File: src/hdl/session_link_selector_defines.svh
// Assertion macros for the session link selector.
// Included by files that carry concurrent assertions; no other dependencies.
`ifndef SESSION_LINK_SELECTOR_DEFINES_SVH
`define SESSION_LINK_SELECTOR_DEFINES_SVH

// Same-cycle implication, checked on every clock edge outside reset.
`define SLS_ASSERT_NOW(label, clk, rst, ante, cons, msg) \
   label: assert property (@(posedge clk) disable iff (rst) (ante) |-> (cons)) \
      else $error(msg);

// Next-cycle implication, checked on every clock edge outside reset.
`define SLS_ASSERT_NEXT(label, clk, rst, ante, cons, msg) \
   label: assert property (@(posedge clk) disable iff (rst) (ante) |=> (cons)) \
      else $error(msg);

`endif

File: src/hdl/slsel_pkg.sv
// Shared constants, types and codes for the session link selector.
// No dependencies; imported by every module of the block.
package slsel_pkg;

   localparam int MAX_CANDIDATES = 16;
   localparam int STAMP_BITS     = 32;

   // Stamps arrive as 32-bit fields and are kept modulo 2^STAMP_BITS.
   localparam int STAMP_W = (STAMP_BITS < 32) ? STAMP_BITS : 32;
   localparam int POS_W   = $clog2(MAX_CANDIDATES);
   localparam int CNT_W   = $clog2(MAX_CANDIDATES + 1);

   localparam int REQ_DATA_W = 72;
   localparam int REQ_USER_W = 1;
   localparam int RSP_DATA_W = 16;

   localparam logic [1:0] REASON_RECV  = 2'd0;
   localparam logic [1:0] REASON_WRITE = 2'd1;
   localparam logic [1:0] REASON_CONN  = 2'd2;
   localparam logic [1:0] REASON_ANY   = 2'd3;

   localparam logic [1:0] COND_NONE  = 2'd0;
   localparam logic [1:0] COND_WRITE = 2'd1;
   localparam logic [1:0] COND_CONN  = 2'd2;
   localparam logic [1:0] COND_ERROR = 2'd3;

   typedef struct packed {
      logic               can_send;
      logic               has_link_error;
      logic [STAMP_W-1:0] receive_stamp;
      logic [STAMP_W-1:0] create_stamp;
      logic               last_item;
      logic               empty_list;
   } cand_type;

   typedef struct packed {
      logic       choice_valid;
      logic [3:0] chosen_index;
      logic [1:0] choice_reason;
      logic [1:0] peer_condition;
      logic       list_overflow;
   } result_type;

   typedef struct packed {
      logic [CNT_W-1:0]   item_count;
      logic               recv_found;
      logic [STAMP_W-1:0] recv_best_stamp;
      logic [POS_W-1:0]   recv_best_pos;
      logic               wr_found;
      logic [STAMP_W-1:0] wr_best_stamp;
      logic [POS_W-1:0]   wr_best_pos;
      logic               conn_found;
      logic [STAMP_W-1:0] conn_best_stamp;
      logic [POS_W-1:0]   conn_best_pos;
      logic [STAMP_W-1:0] any_best_stamp;
      logic [POS_W-1:0]   any_best_pos;
      logic               overflow_seen;
   } track_type;

endpackage

File: src/hdl/slsel_req_stage.sv
// Input register of the session link selector: captures one candidate item.
// Depends on slsel_pkg.
module slsel_req_stage
   import slsel_pkg::*;
(
   input  logic                  clock,
   input  logic                  reset,
   input  logic                  req_tvalid,
   output logic                  req_tready,
   input  logic [REQ_DATA_W-1:0] req_tdata,
   input  logic [REQ_USER_W-1:0] req_tuser,
   input  logic                  req_tlast,
   input  logic                  consume,
   output logic                  cand_valid,
   output cand_type              cand
);

   logic     valid_ff, valid_in;
   cand_type cand_ff, cand_in;
   logic     accept;

   assign req_tready = !valid_ff || consume;
   assign accept     = req_tvalid && req_tready;

   always_comb begin
      cand_in                = cand_ff;
      valid_in               = valid_ff;
      if (accept) begin
         cand_in.can_send       = req_tdata[0];
         cand_in.has_link_error = req_tdata[1];
         cand_in.receive_stamp  = STAMP_W'(req_tdata[33:2]);
         cand_in.create_stamp   = STAMP_W'(req_tdata[65:34]);
         cand_in.last_item      = req_tlast;
         cand_in.empty_list     = req_tuser[0];
         valid_in               = 1'b1;
      end else if (consume) begin
         valid_in = 1'b0;
      end
   end

   always_ff @(posedge clock) begin
      if (reset) begin
         valid_ff <= 1'b0;
      end else begin
         valid_ff <= valid_in;
      end
      cand_ff <= cand_in;
   end

   assign cand_valid = valid_ff;
   assign cand       = cand_ff;

endmodule

File: src/hdl/slsel_tracker.sv
// Running maxima over one candidate list and the choice made at its end.
// Depends on slsel_pkg.
module slsel_tracker
   import slsel_pkg::*;
(
   input  logic       clock,
   input  logic       reset,
   input  logic       step,
   input  cand_type   cand,
   output result_type result
);

   track_type st_ff, st_in, upd;
   logic [POS_W-1:0] pos;
   logic             in_range;
   logic             recv_ok;

   always_comb begin
      pos      = st_ff.item_count[POS_W-1:0];
      in_range = st_ff.item_count < CNT_W'(MAX_CANDIDATES);
      recv_ok  = cand.receive_stamp != '0;
      upd      = st_ff;

      if (in_range) begin
         // Only a strictly greater stamp replaces the held one, so ties keep
         // the earliest position.
         if (cand.can_send && recv_ok &&
             (!st_ff.recv_found || cand.receive_stamp > st_ff.recv_best_stamp)) begin
            upd.recv_found      = 1'b1;
            upd.recv_best_stamp = cand.receive_stamp;
            upd.recv_best_pos   = pos;
         end
         if (cand.can_send &&
             (!st_ff.wr_found || cand.create_stamp > st_ff.wr_best_stamp)) begin
            upd.wr_found      = 1'b1;
            upd.wr_best_stamp = cand.create_stamp;
            upd.wr_best_pos   = pos;
         end
         if (!cand.has_link_error &&
             (!st_ff.conn_found || cand.create_stamp > st_ff.conn_best_stamp)) begin
            upd.conn_found      = 1'b1;
            upd.conn_best_stamp = cand.create_stamp;
            upd.conn_best_pos   = pos;
         end
         if (st_ff.item_count == '0 || cand.create_stamp > st_ff.any_best_stamp) begin
            upd.any_best_stamp = cand.create_stamp;
            upd.any_best_pos   = pos;
         end
         upd.item_count = st_ff.item_count + CNT_W'(1);
      end else begin
         upd.overflow_seen = 1'b1;
      end

      result                = '0;
      if (!cand.empty_list) begin
         result.choice_valid   = 1'b1;
         result.list_overflow  = upd.overflow_seen;
         result.peer_condition = upd.wr_found ? COND_WRITE :
                                 (upd.conn_found ? COND_CONN : COND_ERROR);
         if (upd.recv_found) begin
            result.chosen_index  = 4'(upd.recv_best_pos);
            result.choice_reason = REASON_RECV;
         end else if (upd.wr_found) begin
            result.chosen_index  = 4'(upd.wr_best_pos);
            result.choice_reason = REASON_WRITE;
         end else if (upd.conn_found) begin
            result.chosen_index  = 4'(upd.conn_best_pos);
            result.choice_reason = REASON_CONN;
         end else begin
            result.chosen_index  = 4'(upd.any_best_pos);
            result.choice_reason = REASON_ANY;
         end
      end

      st_in = st_ff;
      if (step) begin
         st_in = (cand.empty_list || cand.last_item) ? '0 : upd;
      end
   end

   always_ff @(posedge clock) begin
      if (reset) begin
         st_ff <= '0;
      end else begin
         st_ff <= st_in;
      end
   end

endmodule

File: src/hdl/slsel_rsp_stage.sv
// Result register of the session link selector: holds one result item.
// Depends on slsel_pkg.
module slsel_rsp_stage
   import slsel_pkg::*;
(
   input  logic                  clock,
   input  logic                  reset,
   input  logic                  load,
   input  result_type            result,
   output logic                  free,
   output result_type            held,
   output logic                  rsp_tvalid,
   input  logic                  rsp_tready,
   output logic [RSP_DATA_W-1:0] rsp_tdata
);

   logic       valid_ff, valid_in;
   result_type res_ff, res_in;

   assign free = !valid_ff || rsp_tready;

   always_comb begin
      valid_in = valid_ff;
      res_in   = res_ff;
      if (load) begin
         valid_in = 1'b1;
         res_in   = result;
      end else if (rsp_tready) begin
         valid_in = 1'b0;
      end
   end

   always_ff @(posedge clock) begin
      if (reset) begin
         valid_ff <= 1'b0;
      end else begin
         valid_ff <= valid_in;
      end
      res_ff <= res_in;
   end

   assign rsp_tvalid = valid_ff;
   assign held       = res_ff;
   assign rsp_tdata  = {6'b0, res_ff.list_overflow, res_ff.peer_condition,
                        res_ff.choice_reason, res_ff.chosen_index, res_ff.choice_valid};

endmodule

File: src/hdl/session_link_selector.sv
// Top level of the session link selector: input register, list tracker and
// result register. Depends on slsel_pkg and session_link_selector_defines.svh.
//
//   channel | direction | carries
//   req_    | in        | one session candidate per item, tlast ends a list
//   rsp_    | out       | one choice per finished list
//
// One candidate item is accepted per clock. Each item waits in the input
// register; the running maxima are updated at the edge where it leaves, and a
// list's result is loaded into the result register at that same edge, from
// where it is offered on rsp_. A request stalls only when an item ending a list
// waits while the result register is full and not being taken. Reset is
// synchronous and clears all list state.
`include "session_link_selector_defines.svh"

module session_link_selector
   import slsel_pkg::*;
(
   input  logic                  clock,
   input  logic                  reset,
   input  logic                  req_tvalid,
   output logic                  req_tready,
   // [0] can_send, [1] has_link_error, [33:2] receive_stamp,
   // [65:34] create_stamp, [71:66] zero
   input  logic [REQ_DATA_W-1:0] req_tdata,
   // [0] empty_list
   input  logic [REQ_USER_W-1:0] req_tuser,
   input  logic                  req_tlast,
   output logic                  rsp_tvalid,
   input  logic                  rsp_tready,
   // [0] choice_valid, [4:1] chosen_index, [6:5] choice_reason,
   // [8:7] peer_condition, [9] list_overflow, [15:10] zero
   output logic [RSP_DATA_W-1:0] rsp_tdata
);

   logic       cand_valid;
   cand_type   cand;
   logic       produces;
   logic       consume;
   logic       rsp_free;
   result_type result;
   result_type held;

   // An item that ends a list (last or empty) needs room in the result
   // register; any other item moves on into the tracker at once.
   assign produces = cand.last_item || cand.empty_list;
   assign consume  = cand_valid && (!produces || rsp_free);

   slsel_req_stage u_req (
      .clock      (clock),
      .reset      (reset),
      .req_tvalid (req_tvalid),
      .req_tready (req_tready),
      .req_tdata  (req_tdata),
      .req_tuser  (req_tuser),
      .req_tlast  (req_tlast),
      .consume    (consume),
      .cand_valid (cand_valid),
      .cand       (cand)
   );

   slsel_tracker u_track (
      .clock  (clock),
      .reset  (reset),
      .step   (consume),
      .cand   (cand),
      .result (result)
   );

   slsel_rsp_stage u_rsp (
      .clock      (clock),
      .reset      (reset),
      .load       (consume && produces),
      .result     (result),
      .free       (rsp_free),
      .held       (held),
      .rsp_tvalid (rsp_tvalid),
      .rsp_tready (rsp_tready),
      .rsp_tdata  (rsp_tdata)
   );

   // A result appears only after an item that ends a list has left the input.
   `SLS_ASSERT_NOW(a_rsp_from_list_end, clock, reset, $rose(rsp_tvalid),
      $past(consume && produces), "result appeared without a list end")
   // A list end that leaves the input always shows up in the result register.
   `SLS_ASSERT_NEXT(a_list_end_loads, clock, reset, consume && produces, rsp_tvalid,
      "list end did not load a result")
   // Back-pressure on requests comes only from a waiting list end.
   `SLS_ASSERT_NOW(a_stall_cause, clock, reset, !req_tready,
      cand_valid && produces && !rsp_free, "request stalled without cause")
   // A result for an empty list carries no choice.
   `SLS_ASSERT_NOW(a_empty_result, clock, reset, rsp_tvalid && !held.choice_valid,
      held.chosen_index == 4'd0 && held.choice_reason == REASON_RECV &&
      held.peer_condition == COND_NONE && !held.list_overflow,
      "empty list result not cleared")

endmodule

File: config.mk
export PLATFORM = sky130hd
export DESIGN_NAME = session_link_selector
export DESIGN_NICKNAME = d
export VERILOG_FILES = /design/src/hdl/slsel_pkg.sv /design/src/hdl/slsel_req_stage.sv /design/src/hdl/slsel_tracker.sv /design/src/hdl/slsel_rsp_stage.sv /design/src/hdl/session_link_selector.sv
export VERILOG_INCLUDE_DIRS = /design/src /design/src/hdl
export SDC_FILE = /design/constraint.sdc
export NUM_CORES = 1
export LEC_CHECK = 0
export BUFFER_PORTS_ARGS = -buffer_cell sky130_fd_sc_hd__buf_4
export CAP_MARGIN = 20
export CORE_ASPECT_RATIO = 0.75
export CORE_UTILIZATION = 45
export DETAILED_ROUTE_END_ITERATION = 8
export PLACE_DENSITY = 0.72
export SYNTH_ARGS = -nofsm -noshare
export SYNTH_HDL_FRONTEND = slang
export SYNTH_SLANG_ARGS = --single-unit
File: constraint.sdc
create_clock -name clock -period 5.8 [get_ports clock]
set_clock_uncertainty 0.2 [all_clocks]
set_input_delay 0.29 -clock clock [delete_from_list [all_inputs] [get_ports clock]]
set_output_delay 0.29 -clock clock [all_outputs]
set_load 0.01 [all_outputs]
# After elaboration in Yosys (flattened, before gate mapping)
# Index checks and enable logic that the tools add are counted.
[classes]
n_addsub = 1
order_cmp = 5
mux = 17
reduce_logical = 39
[op_table]
columns = ["cell", "count"]
rows = [
  ["153-bit two-way mux", 1],
  ["152-bit two-way mux", 1],
  ["32-bit greater-than comparator", 4],
  ["37-bit two-way mux", 3],
  ["36-bit two-way mux", 1],
  ["32-bit nonzero test", 1],
  ["6-bit two-way mux", 3],
  ["2-bit nonzero test", 7],
  ["3-bit AND reduction", 4],
  ["10-bit two-way mux", 1],
  ["1-bit logical OR", 8],
  ["1-bit logical AND", 7],
  ["1-bit zero test", 7],
  ["1-bit two-way mux", 6],
  ["5-bit by 1-bit adder with 5-bit output (second input constant)", 1],
  ["5-bit zero test", 1],
  ["5-bit less-than comparator (second input constant)", 1],
  ["2-bit OR reduction", 2],
  ["3-bit OR reduction", 1],
  ["2-bit two-way mux", 1],
  ["2-bit AND reduction", 1],
]
[totals]
reg_bits = 233
in_bits = 78
output_inout_bits = 18
elab_cells = 90

# Longest topological paths before layout
[logic_depth]
depth_word = 9
mapped_depth = 12
depth_no_buf = 10

# Hierarchy
# From an unflattened synthesis, not the netlist that was laid out.
[unflattened]
hier_cells = 1100
area_unflattened_um2 = 11457.2
[by_module_without_submodules]
columns = ["module", "n_inst", "cells_per_inst", "area_each_um2", "seq_area_each_um2"]
rows = [
  ["slsel_tracker", 1, 992, 8868.5, 3062.9],
  ["slsel_req_stage", 1, 73, 2097.0, 2062.0],
  ["slsel_rsp_stage", 1, 31, 470.5, 320.3],
  ["session_link_selector", 1, 4, 21.3, 0.0],
]

# Worst setup path before layout
# No wires, ideal clock.
[synth_timing]
path_type = "reg2reg"
start = "reg u_req.cand_ff (netlist bit u_req.cand[0])"
end = "reg u_req.cand_ff (netlist bit u_req.cand[0]) (enable)"
setup_time_ns = 0.516
arrival_ns = 4.124
t_required_ns = 5.084
setup_slack_ns = 0.960
path_stages_with_launch = 4
path_buffers = 0
synth_period_minus_slack_ns = 4.840
cell_sequence = "edfxtp_1 -> nor2_1 -> nor2_1 -> a21oi_1"
[synth_via]
elab_chain_cells = 6
[synth_rtl]
columns = ["element", "line_no", "source"]
rows = [
  ["start, declared", "slsel_req_stage.sv:19", "cand_type cand_ff, cand_in;"],
  ["start signal, assigned", "slsel_req_stage.sv:47", "cand_ff <= cand_in;"],
  ["1-bit logical OR", "session_link_selector.sv:46", "assign produces = cand.last_item || cand.empty_list;"],
  ["1-bit zero test", "session_link_selector.sv:47", "assign consume = cand_valid && (!produces || rsp_free);"],
  ["1-bit logical OR", "session_link_selector.sv:47", ""],
  ["1-bit logical AND", "session_link_selector.sv:47", ""],
  ["1-bit logical OR", "slsel_req_stage.sv:22", "assign req_tready = !valid_ff || consume;"],
  ["1-bit logical AND", "slsel_req_stage.sv:23", "assign accept = req_tvalid && req_tready;"],
  ["named net u_req.accept", "slsel_req_stage.sv:20", "logic accept;"],
]
# The timed path passes the listed nets, and every way through them passes these cells.
# A chain may end at the register's enable or synchronous reset.

# Worst setup path in the final report
[layout_timing]
start = "reg u_req.cand_ff (netlist bit u_req.cand[24])"
end = "reg u_track.st_ff[99] (netlist name)"
[layout_via]
elab_chain_cells = 5
[layout_rtl]
columns = ["element", "line_no", "source"]
rows = [
  ["32-bit greater-than comparator", "slsel_tracker.sv:34", "(!st_ff.wr_found || cand.create_stamp > st_ff.wr_best_stamp)) begin"],
  ["1-bit logical OR", "slsel_tracker.sv:34", ""],
  ["1-bit logical AND", "slsel_tracker.sv:33", "if (cand.can_send &&"],
  ["2-bit nonzero test (no line)", "--", ""],
  ["3-bit AND reduction (no line)", "--", ""],
  ["end signal, assigned", "slsel_tracker.sv:85", "st_ff <= st_in;"],
  ["end, declared", "slsel_tracker.sv:13", "track_type st_ff, st_in, upd;"],
]
# Every way passes these cells.

==> results.cfg <==
[run_status]
status = finished, final reports clean

[worst_setup_path]
worst_ep_required_time_ns = 6.08
slowest_delay_ns = 0.87
reg2reg_setup_slack_ns = 1.89
crit_path_end_kind = register
timing.critical_path.arrival_ns = 4.19
start_kind = register
setup.worst_path.class = register to register
timing.critical_path.fanout_max = 23
crit_chain = ha_1 -> nand4_1 -> nor4_1 -> o31ai_1 -> a21o_1 -> nor2_2 -> buf_4 -> a22o_1
cp_slowest_cell = sky130_fd_sc_hd__nor4_1

[synth]
synth_commonest_cells = 155 x sky130_fd_sc_hd__dfxtp_1, 138 x sky130_fd_sc_hd__inv_1, 130 x sky130_fd_sc_hd__ha_1
synthesis.yosys.warnings = 0
postSynth.topFlopCell = sky130_fd_sc_hd__dfxtp_1
cell_types_occupying_the_most_area_after_synthesis = sky130_fd_sc_hd__dfxtp_1 28%, sky130_fd_sc_hd__edfxtp_1 21%, sky130_fd_sc_hd__ha_1 14%
ys_seq_elements = 233
syn_avg_cell_area_um2 = 10.4
synth_top_area_share = 0.276
mappedNetlistArea_mm2 = 0.0113
synthMostInstantiatedCell = sky130_fd_sc_hd__dfxtp_1
synth_largest_area_cell = sky130_fd_sc_hd__dfxtp_1
post_synth_num_cell_types = 64
synthesis.instances = 1082
synth_seq_area_share = 0.484
synth-edff-count = 78
ys_async_sr_fraction = 0

[clock_network]
cts_tree = built
cts-root-buf = sky130_fd_sc_hd__clkbuf_16
cts.htree.levels = 1
post_cts_resized = 0
clock_sink_count = 233
holdBufCountCts = 70
worst_skew_pair.late_latency_ns = 0.55
clk_pin_slew_worst_paths_ns = 0.06
cts_post_setup_buffers_inserted = 0
cts_made_buffers = 25
clock_path_buffers = 3

[place]
placer_congestion_estimate = 0.840
dpl.hpwl_mm = 17.0
dp_cells = 1461
io_buf_count = 83

[grt]
number_of_global_route_vias_before_repair = 8539
globalRouteTotalUtil = 0.206
gr-total-overflow = 0
grt_antenna_before_repair = 0
wire_length_of_the_first_global_routing_pass_mm = 42.5
grt_start_max_net_pins = 84

[layout]
post_route_cells_drive_above_1_share = 0.119
final_core_occ = 0.562
fin_nets = 1436
area.growth.synth_to_final_pct = 21.3
instances_no_fill = 1578
antenna_cells = 0

[floorplanning]
die_w_um = 185
num_rows = 49
die_area_mm2 = 0.0256
core_area_mm2 = 0.0243
initial_standard_cell_utilization_of_the_core = 0.463
die_h_um = 139
ios = 96

[detailed_routing]
drtIter0Drc = 593
viasPerCell = 5.44
routed-via-count = 8592
finalWirelength_mm = 26.2
detail_route.drc_violations = 0
route.antenna.remaining_nets = 0
drt_first_pass_iters = 6
post_detailed_route_wirelength_per_cell_um = 16.6

[sta]
setup_viol = 0
max_slew_margin = 0.281
setup_tns_ns = 0
grt_setup_unrepaired = no
achievable-frequency_mhz = 256
slew_viol_final = 0
fin_crit_sh = 0.675
finalCriticalPeriod_ns = 3.91
final-hold-violation-count = 0
hold-worst-slack_ns = 0.123
tightest_slew_ns = 1.07

[power]
power.share.combinational = 0.088
worst_vdd_drop_uv = 288
p_clk_frac = 0.431
power_per_cell_area_mw_per_mm2 = 272
internal_power_uw = 2820
seq_power_share = 0.482
switching_share = 0.240
total_switching_power_uw = 890
power_leakage_uw = 0.00517

[run]
max_cap_viols = 0

[min_path]
hold_path_class = primary input to register
[power by group through the flow]
stage          Combinational (uW)  Clock (uW)  Sequential (uW)
2_1_floorplan                 190           0             1810
3_3_place_gp                  271           0             1820
3_5_place_dp                  281           0             1820
4_1_cts                       321        1630             1790
6_report                      325        1600             1790
5_1_grt                       365        1700             1790
[logic make-up after synthesis]
kind of cell	after synthesis	share of synthesized area
multiplexers	4	0.00356
AND/OR/NAND/NOR	237	0.0993
adder cells (fa/ha/maj)	130	0.145
other	1	0.000333
AO/OA/AOI/OAI	292	0.196
buffers and inverters	185	0.0718
flip-flops	233	0.484
[final timing paths]
| check | startpoint | end | cells after the start |
|---|---|---|---|
| setup / recovery | u_req.cand[24]$_DFFE_PP_ | u_track.st_ff[99]$_SDFFE_PP0P_ | 8 |
| hold / removal | reset | u_track.st_ff[7]$_SDFFE_PP0P_ | 2 |
| setup reg to reg | u_req.cand[24]$_DFFE_PP_ | u_track.st_ff[99]$_SDFFE_PP0P_ | 8 |
| hold reg to reg | u_track.st_ff[101]$_SDFFE_PP0P_ | u_track.st_ff[101]$_SDFFE_PP0P_ | 1 |
[layer usage]
layer | vias to the layer above | GRT usage | share of wire
met4 | 0 | 0.0434 | 0.017
met5 | - | 0 | 0
li1 | 4235 | - | -
met3 | 41 | 0.0449 | 0.061
met2 | 251 | 0.324 | 0.44
met1 | 4065 | 0.289 | 0.48
[flip-flops by register name, indices dropped and copies added, names as in the netlist]
name	flops
u_track.st_ff	149
u_track.pos	4
u_req.cand	68
u_rsp.held	10
u_req.cand_valid	1
u_rsp.rsp_tvalid	1
[final cells by class]
class	count	area, um2
clock buffer	40	743
inverter	138	518
tap	331	414
timing repair buffer	161	1400
multi-input combinational	669	5040
clock inverter	6	77.6
sequential	233	5450
fill	2093	10600
[critical path, delay by kind of cell, from the launching register on]
kind	cells	cell delay, ns
AND/OR/NAND/NOR	3	1.52
AO/OA/AOI/OAI	3	0.84
flip-flops	1	0.51
buffers and inverters	1	0.41
adder cells (fa/ha/maj)	1	0.36
[placed cells by master, fill, tap and decap left out, types with 30 or more instances in the layout]
master	instances
sky130_fd_sc_hd__dfxtp_1	155
sky130_fd_sc_hd__inv_1	138
sky130_fd_sc_hd__ha_1	130
sky130_fd_sc_hd__nor2_1	109
sky130_fd_sc_hd__buf_4	90
sky130_fd_sc_hd__edfxtp_1	78
sky130_fd_sc_hd__a22oi_1	75
sky130_fd_sc_hd__a22o_1	71
sky130_fd_sc_hd__dlygate4sd3_1	70
sky130_fd_sc_hd__a21oi_1	48
sky130_fd_sc_hd__nand2_1	30
sky130_fd_sc_hd__nand4_1	30
[metrics by stage]
| step | setup slack [ns] | power, uW | instance area (um2) |
|---|---|---|---|
| 2_1_floorplan | 0.960 | 2000 | 11300 |
| 3_3_place_gp | 2.02 | 2090 | 12100 |
| 3_5_place_dp | 1.98 | 2100 | 12100 |
| 4_1_cts | 1.95 | 3740 | 13600 |
| 5_1_grt | 1.72 | 3860 | 13600 |
| 6_report | 1.89 | 3710 | 13600 |
No activity file was read; power rests on OpenSTA's default activity.
